[src/design/assert_macros.svh]
// assertion macros used by the pid controller top level
`ifndef ASSERT_MACROS_SVH
`define ASSERT_MACROS_SVH

// same-cycle implication
`define ASSERT_IMPLIES(label, clk, rst_n, ante, cons, msg) \
	label: assert property (@(posedge clk) disable iff (!rst_n) (ante) |-> (cons)) \
		else $error(msg);

// next-cycle implication
`define ASSERT_NEXT(label, clk, rst_n, ante, cons, msg) \
	label: assert property (@(posedge clk) disable iff (!rst_n) (ante) |=> (cons)) \
		else $error(msg);

`endif

[src/design/pcm_pkg.sv]
// types, codes and saturation helpers for the pid controller
package pcm_pkg;

	localparam int unsigned DIV_QBITS = 31;

	localparam logic [2:0] MODE_AUTO    = 3'd0;
	localparam logic [2:0] MODE_CASCADE = 3'd1;
	localparam logic [2:0] MODE_HALT    = 3'd2;
	localparam logic [2:0] MODE_MANUAL  = 3'd3;
	localparam logic [2:0] MODE_RESET   = 3'd4;

	localparam logic [2:0] STRUCT_P   = 3'd0;
	localparam logic [2:0] STRUCT_I   = 3'd1;
	localparam logic [2:0] STRUCT_PI  = 3'd2;
	localparam logic [2:0] STRUCT_PD  = 3'd3;
	localparam logic [2:0] STRUCT_PID = 3'd4;

	localparam logic [2:0] REG_STRUCTURE = 3'd0;
	localparam logic [2:0] REG_GAIN      = 3'd1;
	localparam logic [2:0] REG_TI        = 3'd2;
	localparam logic [2:0] REG_TD        = 3'd3;
	localparam logic [2:0] REG_TF        = 3'd4;
	localparam logic [2:0] REG_OUT_MAX   = 3'd5;
	localparam logic [2:0] REG_OUT_MIN   = 3'd6;
	localparam logic [2:0] REG_FF        = 3'd7;

	localparam logic signed [31:0] S32_MAX = 32'sh7FFF_FFFF;
	localparam logic signed [31:0] S32_MIN = 32'sh8000_0000;

	typedef struct packed {
		logic signed [32:0] a;
		logic [30:0]        b;
	} mul_req_t;

	typedef struct packed {
		logic               neg;
		logic [63:0]        prod;
		logic signed [31:0] res;
	} mul_rsp_t;

	typedef struct packed {
		logic        start;
		logic        neg;
		logic [62:0] mag;
		logic [31:0] den;
	} div_req_t;

	typedef struct packed {
		logic               done;
		logic signed [31:0] quo;
	} div_rsp_t;

	typedef enum logic [18:0] {
		S_IDLE   = 19'd1 << 0,
		S_ERR    = 19'd1 << 1,
		S_DIFF   = 19'd1 << 2,
		S_PMUL   = 19'd1 << 3,
		S_PWR    = 19'd1 << 4,
		S_TWR    = 19'd1 << 5,
		S_TMUL   = 19'd1 << 6,
		S_IDIV   = 19'd1 << 7,
		S_IWAIT  = 19'd1 << 8,
		S_DMA    = 19'd1 << 9,
		S_DMB    = 19'd1 << 10,
		S_DMC    = 19'd1 << 11,
		S_DMD    = 19'd1 << 12,
		S_DSUM   = 19'd1 << 13,
		S_DDIV   = 19'd1 << 14,
		S_DWAIT  = 19'd1 << 15,
		S_OSUM   = 19'd1 << 16,
		S_OCLAMP = 19'd1 << 17,
		S_OUT    = 19'd1 << 18
	} state_t;

	// signed value from a magnitude and a sign, saturated to 32 bits
	function automatic logic signed [31:0] sat_mag(input logic neg, input logic [63:0] m);
		if (neg) begin
			if (m >= 64'h0000_0000_8000_0000) return S32_MIN;
			return 32'(-m[31:0]);
		end
		if (m >= 64'h0000_0000_7FFF_FFFF) return S32_MAX;
		return m[31:0];
	endfunction

	function automatic logic signed [31:0] sat34(input logic signed [33:0] v);
		if (v > 34'(S32_MAX)) return S32_MAX;
		if (v < 34'(S32_MIN)) return S32_MIN;
		return v[31:0];
	endfunction

endpackage

[src/design/pcm_mul.sv]
// shared registered multiplier with shift and saturation
module pcm_mul import pcm_pkg::*; #(
	parameter int FRAC_BITS = 16
) (
	input  logic     clk,
	input  mul_req_t req,
	output mul_rsp_t rsp
);

	logic [32:0] mag;
	logic [63:0] prod_c;
	logic [63:0] prod_q;
	logic        neg_q;
	logic [63:0] shr;

	assign mag    = req.a[32] ? 33'(-req.a) : 33'(req.a);
	assign prod_c = mag * req.b;

	always_ff @(posedge clk) begin
		prod_q <= prod_c;
		neg_q  <= req.a[32];
	end

	assign shr      = prod_q >> FRAC_BITS;
	assign rsp.neg  = neg_q;
	assign rsp.prod = prod_q;
	assign rsp.res  = sat_mag(neg_q, shr);

endmodule

[config.mk]
export PLATFORM = sky130hd
export DESIGN_NAME = pcm_mul
export DESIGN_NICKNAME = d
export VERILOG_FILES = /design/src/design/assert_macros.svh /design/src/design/pcm_pkg.sv /design/src/design/pcm_mul.sv
export SDC_FILE = /design/constraint.sdc
export NUM_CORES = 2
export LEC_CHECK = 0
export BUFFER_PORTS_ARGS = -buffer_cell sky130_fd_sc_hd__buf_2
export CORE_MARGIN = 3
export CORE_UTILIZATION = 55
export DETAILED_ROUTE_END_ITERATION = 8
export GPL_TIMING_DRIVEN = 0
export PLACE_DENSITY_LB_ADDON = 0.08
export RECOVER_POWER = 25
export SYNTH_ARGS = -nofsm -noshare
export SYNTH_HDL_FRONTEND = slang
export SYNTH_SLANG_ARGS = --single-unit
[constraint.sdc]
create_clock -name clk -period 11.3 [get_ports clk]
set_input_delay 1.13 -clock clk [delete_from_list [all_inputs] [get_ports clk]]
set_output_delay 1.13 -clock clk [all_outputs]
set_load 0.02 [all_outputs]
Word-level counts from Yosys, hierarchy flattened

Index checks and enable logic that the tools add are counted.

Flip-flop bits (word level): 65
Input port bits: 65
Output and inout port bits: 97
Word-level logic and storage cells: 19

Add/sub/neg operators: 2
Multipliers: 1
$lt $le $gt $ge: 2
Muxes and demuxes: 12

Operators with widths:

| kind                                                  | number |
|---|---|
| two-way mux 32 bit                                    | 6 |
| multiplier 33 x 31 -> 64 bit                          | 1 |
| >= comparator 48 x 31 -> 1 bit, second input constant | 1 |
| >= comparator 48 x 32 -> 1 bit, second input constant | 1 |
| two-way mux 33 bit                                    | 1 |
| negator 33 bit                                        | 1 |
| negator 32 bit                                        | 1 |
| two-way mux 1 bit                                     | 5 |

Depth between registers and ports, before layout

Depth in word-level cells: 8
Depth in mapped cells: 37

Worst setup path after synthesis

Ideal clock, no wire load.

Path kind: in2reg
Start: in req[40] (netlist bit)
End: reg prod_q[61]
Arrival time: 10.011 ns
Required time: 11.173 ns
Slack: 1.163 ns
Stages: 30
Path through: or4_1 or2_2 or3_1 nand2b_1 or4_1 o31ai_1 xnor2_1 clkbuf_1 and2_1 fa_1 fa_1 fa_1 inv_1 fa_1 inv_1 fa_1 fa_1 fa_1 fa_1 ha_1 clkbuf_1 nand2_1 o21ai_0 a211oi_1 o21ai_0 a21oi_1 o41ai_1 a2111oi_0 o21ai_0 xor2_1

Cells in the longest elaborated chain, start to end: 3

Ends and longest elaborated chain:

| element                        | RTL line      | source |
|---|---|---|
| start, declared                | pcm_mul.sv:6  | `input mul_req_t req,` |
| negator 33 bit                 | pcm_mul.sv:16 | `assign mag = req.a[32] ? 33'(-req.a) : 33'(req.a);` |
| two-way mux 33 bit *           | pcm_mul.sv:16 |  |
| multiplier 33 x 31 -> 64 bit * | pcm_mul.sv:17 | `assign prod_c = mag * req.b;` |
| via prod_c[61]                 | pcm_mul.sv:11 | `logic [63:0] prod_c;` |
| end signal, assigned           | pcm_mul.sv:20 | `prod_q <= prod_c;` |
| end, declared                  | pcm_mul.sv:12 | `logic [63:0] prod_q;` |

Mark *: on every way through the listed nets, which the timed path passes. The rest lies on a longest branch.

Worst setup path after layout

Start: in req[63] (netlist bit)
End: reg prod_q[57]

Same word-level chain as after synthesis.

==> summary.txt <==
Routing
  • DR pass1 iterations: 5
  • DRC Markers: 0
  • Routed wire length: 134000 um
  • DR iter-0 viols: 2636
  • DRT antenna net count: 0
  • DR vias/cell: 5.83
  • Vias: 29087
  • Routed wire per std cell: 26.8 um

Timing
  • Fmax: 0.0902 GHz
  • Slew Limit Fails: 0
  • WHS: 1170 ps
  • Slew margin rel.: 0.149
  • Final setup fails: 0
  • Tmin final: 11090 ps
  • Final setup margin: 214 ps
  • Tcrit/Tclk final: 0.981
  • Endpoints failing hold: 0
  • Worst-margin pin slew: 1280 ps
  • RSZ-0062 raised after global routing: no

Synthesis
  • Ranking of synthesized cells by area: fa_1 50%, ha_1 9.1%, and2_1 9.1%
  • Post-synth top area share: 0.502
  • Ys async rst share: 0
  • Commonest cells post-synth: 895 x fa_1, 845 x inv_1, 600 x nand2_1
  • Cell Area, Synth: 35700 sq um
  • Register bit total from synthesis: 65
  • Cell count after synthesis: 3960
  • Synth Net Count: 5180
  • Post-synth top flop: dfxtp_1
  • Cell taking the most area after synthesis: fa_1
  • Seq/Total Area, Yosys: 0.0365
  • Most common cell in the netlist: fa_1
  • Post-synth EDFFs: 0
  • Synth Warn #: 0
  • Avg Inst Size Synth: 9.01 sq um
  • Synth cell types: 59

Hold path
  • Hold WC Path Type: in2reg
  • Hold Crit Depth: 1

Critical path
  • CP most frequent cell: fa_1
  • CP Class: in2reg
  • Worst path slowest cell: clkbuf_1
  • Worst Path Arrival: 11360 ps
  • Required time worst endpoint: 11570 ps
  • Startpoint Class: input port
  • CP peak stage delay: 920 ps
  • Critical Path Fanout Max: 10
  • Critical Path End Type: flip-flop

Placement
  • Placement Setup Slack: -1670 ps
  • Port-buffer cells: 160
  • Hpwl dp: 110000 um
  • Routability cong.: 1.03

Global route
  • Vias in the first global route: 29982
  • Met3 Track Usage GR: 0.0893
  • Met1 usage: 0.514
  • Largest net degree at the start of global routing: 13
  • Most Crowded Layer GR: met2
  • All-layer global routing usage: 0.402
  • Antenna violations before repair: 13
  • First-pass GRT wire length: 195000 um
  • GRT overflow: 0
  • GRT met2 Usage: 0.604

Die
  • Die area: 68000 sq um
  • I/O pins: 162
  • Initial core utilization: 0.561
  • Die Span Y: 261 um
  • Chip Width: 261 um
  • Core area: 63700 sq um
  • FP Rows: 92

Clock network
  • # H-tree levels: 3
  • Clock Pin Slew Worst Setup and Hold Paths: 60 ps
  • Total CTS buffers: 9
  • Clk root buf: clkbuf_16
  • TritonCTS Sinks: 65
  • Cts hold-fix bufs: 0
  • Max Root-Sink Buffers: 2
  • TritonCTS clock tree: built

Finish
  • Area Growth Syn to Fin: 6.96%
  • Share of cells above drive strength 1: 0.0554
  • Final-stage net count: 5345
  • Fillers: 5935

Flow run
  • Max-cap violations: 0

Status
  • Outcome: complete, no violations
## routing by layer
| layer | wire, um | vias to the layer above | share of wire |
|---|---|---|---|
| met5 | 13 | - | 0.000097 |
| met4 | 12500 | 2 | 0.094 |
| met3 | 13900 | 487 | 0.10 |
| met2 | 58200 | 1655 | 0.44 |
| met1 | 48900 | 14864 | 0.37 |
| li1 | - | 12079 | - |
## kinds of logic (layout without fill, tap and decap cells)
| group | Yosys count | count (layout) | share of synthesized area |
|---|---|---|---|
| simple gates | 1281 | 1281 | 0.181 |
| fa+ha+maj | 1155 | 1155 | 0.593 |
| buf+inv | 1081 | 1251 | 0.114 |
| compound gates | 284 | 284 | 0.0524 |
| xor+xnor | 94 | 94 | 0.0231 |
| flops | 65 | 65 | 0.0365 |
| other cells | 0 | 9 | 0 |
## what timing repair did
item / CTS / global route
resized for setup: 56 / 82
setup endpoints to repair: 23 / 21
pin swaps: 2 / 1
buffers inserted: 0 / 1
gates cloned: 0 / 0
## sequential cells by signal, indices dropped and copies added (netlist names)
signal,flops
prod_q,64
neg_q,1
## worst max-delay path: cells and delay by family
family	cells	cell delay (ps)
AO/OA/AOI/OAI	6	1760
XOR/XNOR	2	700
adder cells (fa/ha/maj)	9	4340
buffers and inverters	7	2330
AND/OR/NAND/NOR	4	1050
## path summary, 6_finish.rpt
| kind | start | slack (ps) | endpoint |
|---|---|---|---|
| max | req[63] | 210 | prod_q[57]$_DFF_P_ |
| min | req[63] | 1170 | neg_q$_DFF_P_ |
## layout make-up
cell class              count  area (sq um)  share of cell area
clock buffers              10           239             0.00626
well taps                 846          1060              0.0277
repair buffers            161           761              0.0199
diodes                      9          22.5            0.000590
clock inverters             6          90.1             0.00236
inverters                 845          3170              0.0831
flip-flops and latches     65          1300              0.0341
multi-input cells        2814         30500               0.800
plain buffers             229           992              0.0260
## metrics by stage
step,area (sq um),setup TNS (ps),std cells,utilization
2_1_floorplan,35700,0,3960,-
3_3_place_gp,37500,-23530,4966,0.590
3_5_place_dp,37500,-23040,4966,0.590
4_1_cts,38000,0,4981,0.597
5_1_grt,38200,0,4980,0.599
6_report,38200,0,4985,0.600
## layout by cell type, fill, tap and decap left out, types with 30 or more instances in the layout
cell type  count
and2_1       516
buf_2        128
dfxtp_1       65
clkbuf_1     222
xnor2_1       56
inv_1        845
fa_1         893
xor2_1        34
o21ai_0       63
nand4_1       30
a21oi_1       70
nor2_1        37
ha_1         260
nand2_1      599
Power is left out: the tool's default activity adds up to more than one toggle a clock period on the data nets, which glitch-free logic cannot reach.
