### src/design/assert_macros.svh
// assertion macros used by the pid controller top level
`ifndef ASSERT_MACROS_SVH
`define ASSERT_MACROS_SVH

// same-cycle implication
`define ASSERT_IMPLIES(label, clk, rst_n, ante, cons, msg) \
	label: assert property (@(posedge clk) disable iff (!rst_n) (ante) |-> (cons)) \
		else $error(msg);

// next-cycle implication
`define ASSERT_NEXT(label, clk, rst_n, ante, cons, msg) \
	label: assert property (@(posedge clk) disable iff (!rst_n) (ante) |=> (cons)) \
		else $error(msg);

`endif

### src/design/pcm_pkg.sv
// types, codes and saturation helpers for the pid controller
package pcm_pkg;

	localparam int unsigned DIV_QBITS = 31;

	localparam logic [2:0] MODE_AUTO    = 3'd0;
	localparam logic [2:0] MODE_CASCADE = 3'd1;
	localparam logic [2:0] MODE_HALT    = 3'd2;
	localparam logic [2:0] MODE_MANUAL  = 3'd3;
	localparam logic [2:0] MODE_RESET   = 3'd4;

	localparam logic [2:0] STRUCT_P   = 3'd0;
	localparam logic [2:0] STRUCT_I   = 3'd1;
	localparam logic [2:0] STRUCT_PI  = 3'd2;
	localparam logic [2:0] STRUCT_PD  = 3'd3;
	localparam logic [2:0] STRUCT_PID = 3'd4;

	localparam logic [2:0] REG_STRUCTURE = 3'd0;
	localparam logic [2:0] REG_GAIN      = 3'd1;
	localparam logic [2:0] REG_TI        = 3'd2;
	localparam logic [2:0] REG_TD        = 3'd3;
	localparam logic [2:0] REG_TF        = 3'd4;
	localparam logic [2:0] REG_OUT_MAX   = 3'd5;
	localparam logic [2:0] REG_OUT_MIN   = 3'd6;
	localparam logic [2:0] REG_FF        = 3'd7;

	localparam logic signed [31:0] S32_MAX = 32'sh7FFF_FFFF;
	localparam logic signed [31:0] S32_MIN = 32'sh8000_0000;

	typedef struct packed {
		logic signed [32:0] a;
		logic [30:0]        b;
	} mul_req_t;

	typedef struct packed {
		logic               neg;
		logic [63:0]        prod;
		logic signed [31:0] res;
	} mul_rsp_t;

	typedef struct packed {
		logic        start;
		logic        neg;
		logic [62:0] mag;
		logic [31:0] den;
	} div_req_t;

	typedef struct packed {
		logic               done;
		logic signed [31:0] quo;
	} div_rsp_t;

	typedef enum logic [18:0] {
		S_IDLE   = 19'd1 << 0,
		S_ERR    = 19'd1 << 1,
		S_DIFF   = 19'd1 << 2,
		S_PMUL   = 19'd1 << 3,
		S_PWR    = 19'd1 << 4,
		S_TWR    = 19'd1 << 5,
		S_TMUL   = 19'd1 << 6,
		S_IDIV   = 19'd1 << 7,
		S_IWAIT  = 19'd1 << 8,
		S_DMA    = 19'd1 << 9,
		S_DMB    = 19'd1 << 10,
		S_DMC    = 19'd1 << 11,
		S_DMD    = 19'd1 << 12,
		S_DSUM   = 19'd1 << 13,
		S_DDIV   = 19'd1 << 14,
		S_DWAIT  = 19'd1 << 15,
		S_OSUM   = 19'd1 << 16,
		S_OCLAMP = 19'd1 << 17,
		S_OUT    = 19'd1 << 18
	} state_t;

	// signed value from a magnitude and a sign, saturated to 32 bits
	function automatic logic signed [31:0] sat_mag(input logic neg, input logic [63:0] m);
		if (neg) begin
			if (m >= 64'h0000_0000_8000_0000) return S32_MIN;
			return 32'(-m[31:0]);
		end
		if (m >= 64'h0000_0000_7FFF_FFFF) return S32_MAX;
		return m[31:0];
	endfunction

	function automatic logic signed [31:0] sat34(input logic signed [33:0] v);
		if (v > 34'(S32_MAX)) return S32_MAX;
		if (v < 34'(S32_MIN)) return S32_MIN;
		return v[31:0];
	endfunction

endpackage

### src/design/pcm_div.sv
// shared restoring divider, one quotient bit per cycle, saturating
module pcm_div import pcm_pkg::*; (
	input  logic     clk,
	input  logic     arst_n,
	input  div_req_t req,
	output div_rsp_t rsp
);

	logic                 busy_q;
	logic                 done_q;
	logic [4:0]           cnt_q;
	logic [62:0]          rem_q;
	logic [62:0]          dsh_q;
	logic [DIV_QBITS-1:0] quo_q;
	logic                 neg_q;
	logic                 sat_q;
	logic                 sat_c;
	logic                 ge;

	assign sat_c = req.mag >= {req.den, {DIV_QBITS{1'b0}}};
	assign ge    = rem_q >= dsh_q;

	always_ff @(posedge clk or negedge arst_n) begin
		if (!arst_n) begin
			busy_q <= 1'b0;
			done_q <= 1'b0;
			cnt_q  <= '0;
		end else begin
			done_q <= 1'b0;
			if (req.start) begin
				busy_q <= !sat_c;
				done_q <= sat_c;
				cnt_q  <= 5'(DIV_QBITS - 1);
			end else if (busy_q) begin
				cnt_q <= cnt_q - 5'd1;
				if (cnt_q == 5'd0) begin
					busy_q <= 1'b0;
					done_q <= 1'b1;
				end
			end
		end
	end

	always_ff @(posedge clk) begin
		if (req.start) begin
			rem_q <= req.mag;
			dsh_q <= 63'(req.den) << (DIV_QBITS - 1);
			quo_q <= '0;
			neg_q <= req.neg;
			sat_q <= sat_c;
		end else if (busy_q) begin
			if (ge) rem_q <= rem_q - dsh_q;
			quo_q <= {quo_q[DIV_QBITS-2:0], ge};
			dsh_q <= dsh_q >> 1;
		end
	end

	assign rsp.done = done_q;
	assign rsp.quo  = sat_q ? (neg_q ? S32_MIN : S32_MAX) : sat_mag(neg_q, 64'(quo_q));

endmodule

### config.mk
export PLATFORM = sky130hd
export DESIGN_NAME = pcm_div
export DESIGN_NICKNAME = d
export VERILOG_FILES = /design/src/design/assert_macros.svh /design/src/design/pcm_pkg.sv /design/src/design/pcm_div.sv
export SDC_FILE = /design/constraint.sdc
export NUM_CORES = 1
export LEC_CHECK = 0
export ABC_AREA = 0
export CAP_MARGIN = 20
export CORE_UTILIZATION = 49
export CTS_BUF_LIST = sky130_fd_sc_hd__clkbuf_8
export CTS_CLUSTER_DIAMETER = 40
export DETAILED_ROUTE_END_ITERATION = 8
export DONT_BUFFER_PORTS = 1
export GPL_TIMING_DRIVEN = 0
export HOLD_SLACK_MARGIN = 0.12
export PLACE_DENSITY = 0.72
export RECOVER_POWER = 50
export SYNTH_ARGS = -nofsm -noshare
export SYNTH_HDL_FRONTEND = slang
export SYNTH_SLANG_ARGS = --single-unit
export TNS_END_PERCENT = 1
### constraint.sdc
create_clock -name clk -period 6 [get_ports clk]
set_input_delay 0.9 -clock clk [delete_from_list [all_inputs] [get_ports clk]]
set_output_delay 0.9 -clock clk [all_outputs]
set_load 0.1 [all_outputs]
## Yosys cells after proc, flatten, opt, wreduce, memory -nomap -nowiden

Index checks and enable logic that the tools add are counted.

| operators by class | value |
|---|---|
| add/subtract/negate cells | 3 |
| order comparisons | 3 |
| multiplexer cells | 22 |
| reductions and logical operators | 5 |

Operators by type and width:

| cell | number |
|---|---|
| $mux 32 | 6 |
| $mux 63 | 3 |
| $mux 62 | 2 |
| $ge 63x62->1 | 1 |
| $ge 63x63->1 | 1 |
| $sub 63x62->63 | 1 |
| $neg 31->32 | 1 |
| $ge 31x31->1 const B | 1 |
| $mux 5 | 2 |
| $mux 1 | 9 |
| $logic_not 5->1 | 1 |
| $sub 5x1->5 const B | 1 |
| $reduce_bool 2->1 | 2 |
| $reduce_and 2->1 | 1 |
| $logic_not 1->1 | 1 |

| word-level totals | value |
|---|---|
| register bits | 165 |
| input port bits | 99 |
| output and inout bits | 33 |

## Depth between registers and ports, before layout

| logic depth | value |
|---|---|
| depth after elaboration | 6 |
| mapped depth | 14 |
| mapped depth without buffers | 14 |

## Worst setup path after synthesis

No wires, ideal clock.

| timing | value |
|---|---|
| path kind | reg2reg |
| from | register rem_q[1] |
| to | register rem_q[0] (enable) |
| library setup time | 501 ps |
| data arrival time | 5753 ps |
| slack | -254 ps |
| cell stages (with the launch flop) | 12 |
| path buffers | 0 |
| period minus slack after synthesis | 6254 ps |
| cells stage by stage | edfxtp_1 -> ha_1 -> nor2b_1 -> o2111ai_1 -> a2111oi_0 -> nor2_1 -> nor4_1 -> o31ai_1 -> a211oi_1 -> o21a_1 -> nor2_1 -> o211ai_1 |

| between the ends | value |
|---|---|
| word-level cells in the longest chain between the ends | 3 |

Ends and longest elaborated chain:

| item | line | source |
|---|---|---|
| start, declared | pcm_div.sv:12 | `logic [62:0] rem_q;` |
| start signal, assigned | pcm_div.sv:46 | `rem_q <= req.mag;` |
| start signal, assigned | pcm_div.sv:52 | `if (ge) rem_q <= rem_q - dsh_q;` |
| $ge 63x62->1 | pcm_div.sv:21 | `assign ge = rem_q >= dsh_q;` |
| $reduce_bool 2->1 (no line) | -- |  |
| $reduce_and 2->1 (no line) | -- |  |

Every way passes these cells.
A chain may end at the register's enable or synchronous reset.

==> impl_metrics.json <==
{
  "min-delay-start": "dsh_q[0]",
  "reg2reg_depth": 13,
  "finalHoldViolations": 0,
  "ys_seq_area_frac": 0.3515,
  "yosysWarningCount": 0,
  "postCtsSetupBuffers": 0,
  "synth_area_per_cell_sq_um": 8.311,
  "grtUsageTotal": 0.2640,
  "multi_input_area_sq_mm": 0.007336,
  "die-width_microns": 160.2,
  "r2r-start": "rem_q[0]",
  "root_buffer": "clkbuf_8",
  "antenna_found_initial": 0,
  "path_max_fanout": 9,
  "cts_max_path_buffers": 2,
  "power.density_mw_per_mm2": 458.4,
  "tns_ns": 0,
  "crit_type": "flop to primary output",
  "hp-class": "flop to flop",
  "fin_crit_ns": 5.193,
  "startpoint": "quo_q[14]",
  "worstSkewPairLatency_ns": 0.48,
  "ios": 132,
  "synth_nets": 1673,
  "setup_viol_count_final": 0,
  "grt_pass1_wl_mm": 54.02,
  "hold_depth": 2,
  "num-nets-final": 1716,
  "hold_buffers": 1,
  "final-seq-area_sq_mm": 0.004309,
  "finalCritPeriodShare": 0.8655,
  "floorplan.initialDensity": 0.5012,
  "drive_above_1_share": 0.06074,
  "yosys_most_used_dff": "edfxtp_1",
  "synth-seq-cells": 165,
  "grt_pass1_vias": 10520,
  "antenna_cells": 0,
  "cp.required_ns": 5.10,
  "drt_iter0_markers": 936,
  "cts_tree": "yes",
  "crit_path_start_kind": "flop",
  "die_h_microns": 160.2,
  "nFillCells": 2259,
  "grt_max_degree": 33,
  "cts.sinks": 165,
  "synth_edf_count": 97,
  "htreeDepth": 4,
  "hpwl_mm": 26.01,
  "drc": 0,
  "antenna_left": 0,
  "rows": 57,
  "clk_pin_slew_ns": 0.09,
  "async_reset_ff_frac": 0.04242,
  "syn2layout_area_growth_pct": 11.71,
  "vias_per_cell": 5.929,
  "io_buffers": 0,
  "synth_cell_types": 67,
  "fp.dieArea_sq_mm": 0.02566,
  "grt_setup_unrepaired": "no",
  "fin_skew_ns": 0.02561,
  "finalWirelength_mm": 33.73,
  "arrival_ns": 4.29,
  "place_area_sq_mm": 0.01325,
  "grt-ovfl-total": 0,
  "num_vias": 11000,
  "maxClockFrequency_ghz": 0.1926,
  "crit_path_end_kind": "primary output",
  "hold_ws_ns": 0.5177,
  "synth_area_sq_mm": 0.01226,
  "dp_cells": 1822,
  "routabilityCongestion": 0.9548,
  "maxSlewHeadroom": -0.7549,
  "status": "finished, violations left",
  "wl_per_cell_microns": 18.18,
  "worstMarginPinSlew_ns": 2.632,
  "ir_worst_vdd_mv": 0.1775,
  "syn_inst": 1475,
  "cts_made_buffers": 17,
  "violations": "capacitance limit, slew limit",
  "p_leak_uw": 0.005726,
  "max-cap-violations": 1,
  "drv_slew": 33,
  "stdcell_count": 1855,
  "design_area_sq_mm": 0.01369,
  "dr.pass1.iters": 5,
  "cts_resized": 0,
  "design.core.area_sq_mm": 0.02446
}
path summary, 6_finish.rpt:
path	endpoint	slack, ns
hold / removal	dsh_q[0]	0.52
setup reg to reg	rem_q[60]	1.02
setup / recovery	rsp[29]	0.81
hold reg to reg	dsh_q[0]	0.52
min in group asynchronous	done_q	0.77
max in group asynchronous	cnt_q[4]	4.97
routing by layer:
layer | share of wire | track usage | wire [microns] | vias to the layer above
li1 | - | - | - | 5356
met1 | 0.43 | 0.3433 | 14640 | 5214
met2 | 0.47 | 0.4283 | 15750 | 381
met3 | 0.081 | 0.07532 | 2721 | 47
met4 | 0.018 | 0.07013 | 614 | 0
met5 | 0 | 0 | 0 | -
Yosys cell counts (all sizes together), types with 4 or more instances:
cell      n  area [sq um]
o21bai    9         67.56
nor4     14         102.6
clkbuf   69         259.0
nor2b    13         81.33
nand2b   16         100.1
dfxtp    61          1221
o211ai    8         60.06
o31ai    13         97.59
mux2i    63         630.6
a21o     49         367.9
buf      10         50.05
ha       98          1226
a221oi    5         50.04
and3     10         62.56
o21a     10         75.07
a21oi    98         490.5
xnor2    33         289.0
a211oi   10         75.07
nand3    15         75.07
nand2   207         777.0
edfxtp   97          2913
or3      24         170.2
nor3     18         100.1
dfrtp     7         175.2
nand4    30         187.7
a21boi    8         60.06
o21ai   144         720.7
o311ai    9         78.83
inv     113         424.2
nor2    123         461.7
xor2     28         245.2
and2      4         25.02
a221o    13         130.1
placed cells by master, fill, tap and decap left out, types with 4 or more instances in the layout:
master / n
nand4_1: 30
or3_4: 4
or3_1: 20
o211ai_1: 8
nand2b_1: 16
clkbuf_1: 71
nor4_1: 12
a21oi_1: 90
and3_1: 10
o21bai_1: 9
nor2_1: 123
dfxtp_1: 61
mux2i_1: 63
nor2b_1: 13
and2_1: 4
a221o_1: 13
o31ai_1: 12
nand3_1: 15
a21boi_0: 8
buf_4: 6
a21o_1: 49
a211oi_1: 9
inv_1: 114
o21a_1: 10
clkbuf_8: 20
nor3_1: 16
o311ai_2: 9
o21ai_0: 144
buf_1: 6
xor2_1: 28
ha_1: 98
edfxtp_1: 97
nand2_1: 207
a21oi_2: 8
bufinv_16: 4
xnor2_1: 33
buf_16: 13
dfrtp_1: 7
a221oi_1: 5
flip-flops by register name (all words and copies together) (netlist names):
name,cells
quo_q,31
cnt_q,5
rem_q,63
done_q,1
busy_q,1
dsh_q,62
sat_q,1
neg_q,1
cell type report:
cell class              count  share of cell area
well taps                 324             0.02960
plain buffers              79             0.02229
flip-flops and latches    165              0.3147
clock buffers              20             0.02010
multi-input cells        1118              0.5357
inverters                 113             0.03097
clock inverters            12             0.01270
repair buffers             24             0.03399
metrics by stage:
stage / util / setup slack (ns) / power [uW]
2_1_floorplan: - / 0.002635 / 4464
3_3_place_gp: 0.5186 / -2.368 / 5111
3_5_place_dp: 0.5417 / 1.332 / 5306
4_1_cts: 0.5605 / 0.7973 / 6252
5_1_grt: 0.5598 / 0.6152 / 6723
6_report: 0.5598 / 0.8072 / 6277
cells by family after synthesis:
| kind of cell | Yosys count | synth area share |
|---|---|---|
| DFF | 165 | 0.3515 |
| xor gates and xnor gates | 61 | 0.04358 |
| muxes | 65 | 0.05328 |
| AOI/OAI and AO/OA | 410 | 0.2094 |
| buffers and inverters | 192 | 0.05981 |
| and+or+nand+nor | 483 | 0.1808 |
| adders and majority gates | 99 | 0.1017 |
critical path, stage by stage, from the launching register on:
cell	delay, ns
dfxtp_1	0.30
buf_2	0.17
or3_1	0.47
nor3_2	0.19
nand4_1	0.18
or3_1	0.44
or3_1	0.37
or3_1	0.36
or3_1	0.35
o21ai_0	0.17
a221o_1	0.82
report_power, final:
group / total (uW) / internal, uW / switching, uW
Clock: 924 / 488 / 436
Combinational: 3680 / 1390 / 2290
Sequential: 1670 / 1560 / 108
(Power assumes the default switching activity.)
